--- src/tqe_pkg.sv ---
// Types and constants of the sorted timer queue.
// Used by the slot cell, the top level and the checker; depends on nothing.
package tqe_pkg;

  localparam int unsigned CAPACITY = 16;
  localparam int unsigned MAX_OUT  = 16;
  localparam int unsigned CNT_W    = $clog2(MAX_OUT);

  localparam int unsigned TIME_W = 64;
  localparam int unsigned ID_W   = 32;
  localparam int unsigned DLY_W  = 32;

  typedef enum logic [1:0] {
    OP_CREATE = 2'd0,
    OP_CANCEL = 2'd1,
    OP_TICK   = 2'd2
  } op_e;

  typedef enum logic [1:0] {
    KIND_CREATED   = 2'd0,
    KIND_REJECTED  = 2'd1,
    KIND_CANCELLED = 2'd2,
    KIND_FIRED     = 2'd3
  } kind_e;

  typedef struct packed {
    logic              valid;
    logic [TIME_W-1:0] deadline;
    logic [ID_W-1:0]   id;
  } slot_t;

  // Update commands broadcast to every cell of the chain.
  typedef struct packed {
    logic insert;
    logic remove;
    logic pop;
  } cmd_t;

endpackage

--- src/tqe_cell.sv ---
// One slot of the sorted timer chain: holds a deadline and an id.
// Depends on tqe_pkg; neighbours are wired by timer_event_queue.
module tqe_cell import tqe_pkg::*; (
  input  logic            clk_i,
  input  logic            rst_ni,
  input  cmd_t            cmd_i,
  input  slot_t           new_i,
  input  logic [ID_W-1:0] cancel_id_i,
  input  slot_t           left_i,
  input  slot_t           right_i,
  input  logic            after_i,
  input  logic            match_i,
  output logic            after_o,
  output logic            match_o,
  output slot_t           slot_o
);

  slot_t slot_q, slot_d;

  // A new timer goes behind every pending one with an equal or earlier deadline.
  assign after_o = slot_q.valid && (slot_q.deadline <= new_i.deadline);
  // Once the cancelled id is seen, this cell and all to its right close the gap.
  assign match_o = match_i || (slot_q.valid && (slot_q.id == cancel_id_i));
  assign slot_o  = slot_q;

  always_comb begin
    slot_d = slot_q;
    if (cmd_i.insert) begin
      if (!after_o) begin
        slot_d = after_i ? new_i : left_i;
      end
    end else if (cmd_i.remove) begin
      if (match_o) begin
        slot_d = right_i;
      end
    end else if (cmd_i.pop) begin
      slot_d = right_i;
    end
  end

  always_ff @(posedge clk_i or negedge rst_ni) begin
    if (!rst_ni) begin
      slot_q <= '0;
    end else begin
      slot_q <= slot_d;
    end
  end

endmodule

--- config.mk ---
export PLATFORM = sky130hd
export DESIGN_NAME = tqe_cell
export DESIGN_NICKNAME = d
export VERILOG_FILES = /design/src/tqe_pkg.sv /design/src/tqe_cell.sv
export SDC_FILE = /design/constraint.sdc
export NUM_CORES = 1
export LEC_CHECK = 0
export BUFFER_PORTS_ARGS = -buffer_cell sky130_fd_sc_hd__buf_4
export CORE_AREA = 2 2 166 168
export CTS_BUF_LIST = sky130_fd_sc_hd__clkbuf_16
export CTS_CLUSTER_DIAMETER = 40
export DETAILED_ROUTE_END_ITERATION = 16
export DIE_AREA = 0 0 168 170
export GPL_TIMING_DRIVEN = 1
export PLACE_DENSITY = 0.54
export SYNTH_ARGS = -nofsm -noshare
export SYNTH_HDL_FRONTEND = slang
export SYNTH_SLANG_ARGS = --single-unit
--- constraint.sdc ---
create_clock -name clk_i -period 4.2 [get_ports clk_i]
set_clock_uncertainty 0.1 [all_clocks]
set_input_delay 0.21 -clock clk_i [delete_from_list [all_inputs] [get_ports clk_i]]
set_output_delay 0.21 -clock clk_i [all_outputs]
set_load 0.05 [all_outputs]
==> out/metrics.yaml <==
power_and_ir_drop:
  p_leak_nw: 5.53
  power.density_nw_per_um2: 437
  ir_drop_mv: 0.238
yosys:
  synth.cell_area_sq_um: 7440
  ys_ff_latch: 97
  ys_async_sr_fraction_pct: 100
  yosysSeqAreaShare_pct: 32.6
  synth_enable_flop_cells: 0
  yosys.area.top_type: "dfrtp_1"
  synth_area_leaders: "dfrtp_1, mux2_2, a221o_1"
  syn_avg_cell_area_sq_um: 10.3
  synth_nets: 1119
  yosysTopAreaCellShare_pct: 32.6
  synthesis.instances: 725
  yosys_most_used_dff: "dfrtp_1"
  ys.warnings.count: 0
  synthDistinctLibCells: 44
cts:
  cts_setup_buffers: 0
  htree_levels: 3
  clk_latency_ps: 350
  path_clk_slew_ps: 80
  cts.path.max_buffers: 2
  cts_tree: "done"
  cts.sinks: 97
  ctsResizeCount: 0
  cts-root-buf: "clkbuf_16"
  numCtsBuffers: 9
  cts_hold_buf: 2
place:
  post-place-ws_ps: 695
  io_buffers: 428
  hpwl_mm: 24.2
  place.gp.congestion: 0.799
  placed_area_sq_um: 11000
sta:
  layout_setup_ws_ps: 762
  maxSlewViolCount: 0
  layout_min_cycle_time_ps: 3440
  setup_viol: 0
  tns_ps: 0
  period_share_pct: 81.9
  slew_headroom_pct: 51.6
  tightestPinTransition_ps: 727
  finalHoldViolCount: 0
  rsz0062_at_grt: "no"
  hold_ws_ps: 53.9
  max_clock_freq_mhz: 291
route:
  wl_per_cell_um: 20.5
  first_pass_iters: 4
  vias: 7266
  ant_nets: 0
  viasPerCell: 4.92
  drc: 0
  routed_wl_mm: 30.3
  drtIter0Drc: 333
floorplan:
  initial_core_util_pct: 27.9
  rows: 60
  ioPinCount: 429
  dieArea_sq_um: 28600
  fp.dieH_um: 170
  die_x_um: 168
  core-area_sq_um: 26700
final_layout:
  multiInputGateArea_sq_um: 4580
  largest_reg_flops: 97
  fill_cells: 2725
  diodes: 0
  syn_to_final_growth_pct: 51.8
  final_util_pct: 42.4
  drive_above_1_share_pct: 49.5
  design_area_sq_um: 11300
  seq_area_sq_um: 2430
  nNetsFinal: 1526
worst_setup_path:
  crit_type: "flop to flop"
  start_kind: "flop"
  worstPathArrival_ps: 3620
  required_ps: 4380
  path_max_fanout: 50
  end_kind: "flop"
global_route:
  grt_usage_pct: 20.5
  grt-ovfl-total: 0
  first_global_vias: 7578
  antenna_found_initial: 0
  grt_start_max_net_pins: 59
  grt_first_pass_wirelength_mm: 44.8
min_path:
  hp-class: "input pin to flop"
outcome:
  status: "finished clean"
run:
  cap_violations: 0
## cells in the mapped netlist, types with 2 or more instances
master,n
xnor2_1,28
o21a_1,2
mux2_2,97
a221o_1,96
nand2_1,22
a221oi_1,2
buf_6,5
dfrtp_1,97
nand2b_1,3
ha_1,64
a21oi_2,2
and2_1,97
and4_1,2
nor2_1,6
nor3_1,5
nand4_1,16
nor4_2,3
clkbuf_1,26
nand3_1,7
xor2_1,4
nor3_2,2
o21ai_0,13
a21oi_1,29
buf_2,11
inv_1,67
## path summary, 6_finish.rpt
path,start,endpoint,slack [ps],cells past startpoint
min in group asynchronous,rst_ni,slot_o[84]$_DFFE_PN0P_,330,2
max in group asynchronous,rst_ni,slot_o[33]$_DFFE_PN0P_,2910,3
max,slot_o[49]$_DFFE_PN0P_,slot_o[30]$_DFFE_PN0P_,760,9
min,right_i[11],slot_o[11]$_DFFE_PN0P_,50,3
min reg2reg,slot_o[63]$_DFFE_PN0P_,slot_o[63]$_DFFE_PN0P_,450,1
max reg2reg,slot_o[49]$_DFFE_PN0P_,slot_o[30]$_DFFE_PN0P_,760,9
## routing by layer
| metal | track usage, % | up-vias | routed length [um] | share of wire (%) |
|---|---|---|---|---|
| li1 | - | 3495 | - | - |
| met1 | 25.1 | 3467 | 12500 | 41 |
| met2 | 35.9 | 282 | 15000 | 50 |
| met3 | 5.58 | 22 | 2320 | 7.6 |
| met5 | 0 | - | 0 | 0 |
| met4 | 4.65 | 0 | 485 | 1.6 |
## metrics by stage
stage / std cells / total power, mW
floorplan: 725 / 3.10
global placement: 1460 / 4.12
detailed placement: 1460 / 4.13
CTS: 1477 / 5.02
global route: 1477 / 5.23
finish: 1477 / 4.94
## kinds of logic after synthesis
group	count (synthesis)	share of synthesized area, %
fa+ha+maj	64	10.8
simple gates	171	14.1
compound gates	155	18.0
buf+inv	109	6.18
flops	97	32.6
mux	97	14.7
xor+xnor	32	3.76
## critical path, stage by stage, from the launching register on
cell       delay [ps]
dfrtp_1           460
ha_1              310
a21oi_1           120
o21ai_0           150
a221oi_1          620
a21oi_2           180
a2111oi_0         410
nand2b_4          200
buf_4             500
a221o_1           260
## cell type report
| cell class | instances | share of cell area [%] |
|---|---|---|
| sequential | 97 | 21.5 |
| clock buffer | 9 | 1.99 |
| multi-input combinational | 519 | 40.5 |
| clock inverter | 6 | 0.543 |
| tap | 341 | 3.78 |
| timing repair buffer | 438 | 29.5 |
| inverter | 67 | 2.23 |
## where the power goes
part	total [mW]	switching, mW	internal (mW)
registers	1.43	0.259	1.17
clock network	0.847	0.390	0.457
logic	2.67	1.63	1.04
total	4.94	2.28	2.66
## placed cells by master (no fill, tap or decap), types with 2 or more instances in the layout
| master | count |
|---|---|
| o21ai_0 | 13 |
| nand2_1 | 22 |
| a21oi_2 | 2 |
| buf_12 | 3 |
| dlygate4sd3_1 | 2 |
| nand4_1 | 16 |
| a21oi_1 | 29 |
| xor2_1 | 4 |
| nor2_1 | 6 |
| dfrtp_1 | 97 |
| o21a_1 | 2 |
| and4_1 | 2 |
| nand2b_1 | 2 |
| clkinvlp_4 | 2 |
| a221o_1 | 96 |
| mux2_2 | 97 |
| a221oi_1 | 2 |
| and2_1 | 97 |
| nand3_1 | 7 |
| xnor2_1 | 28 |
| nor4_2 | 3 |
| inv_1 | 68 |
| buf_4 | 433 |
| ha_1 | 64 |
| clkbuf_16 | 9 |
| nor3_4 | 2 |
| nor3_1 | 5 |
Power figures use the tool's default switching activity.
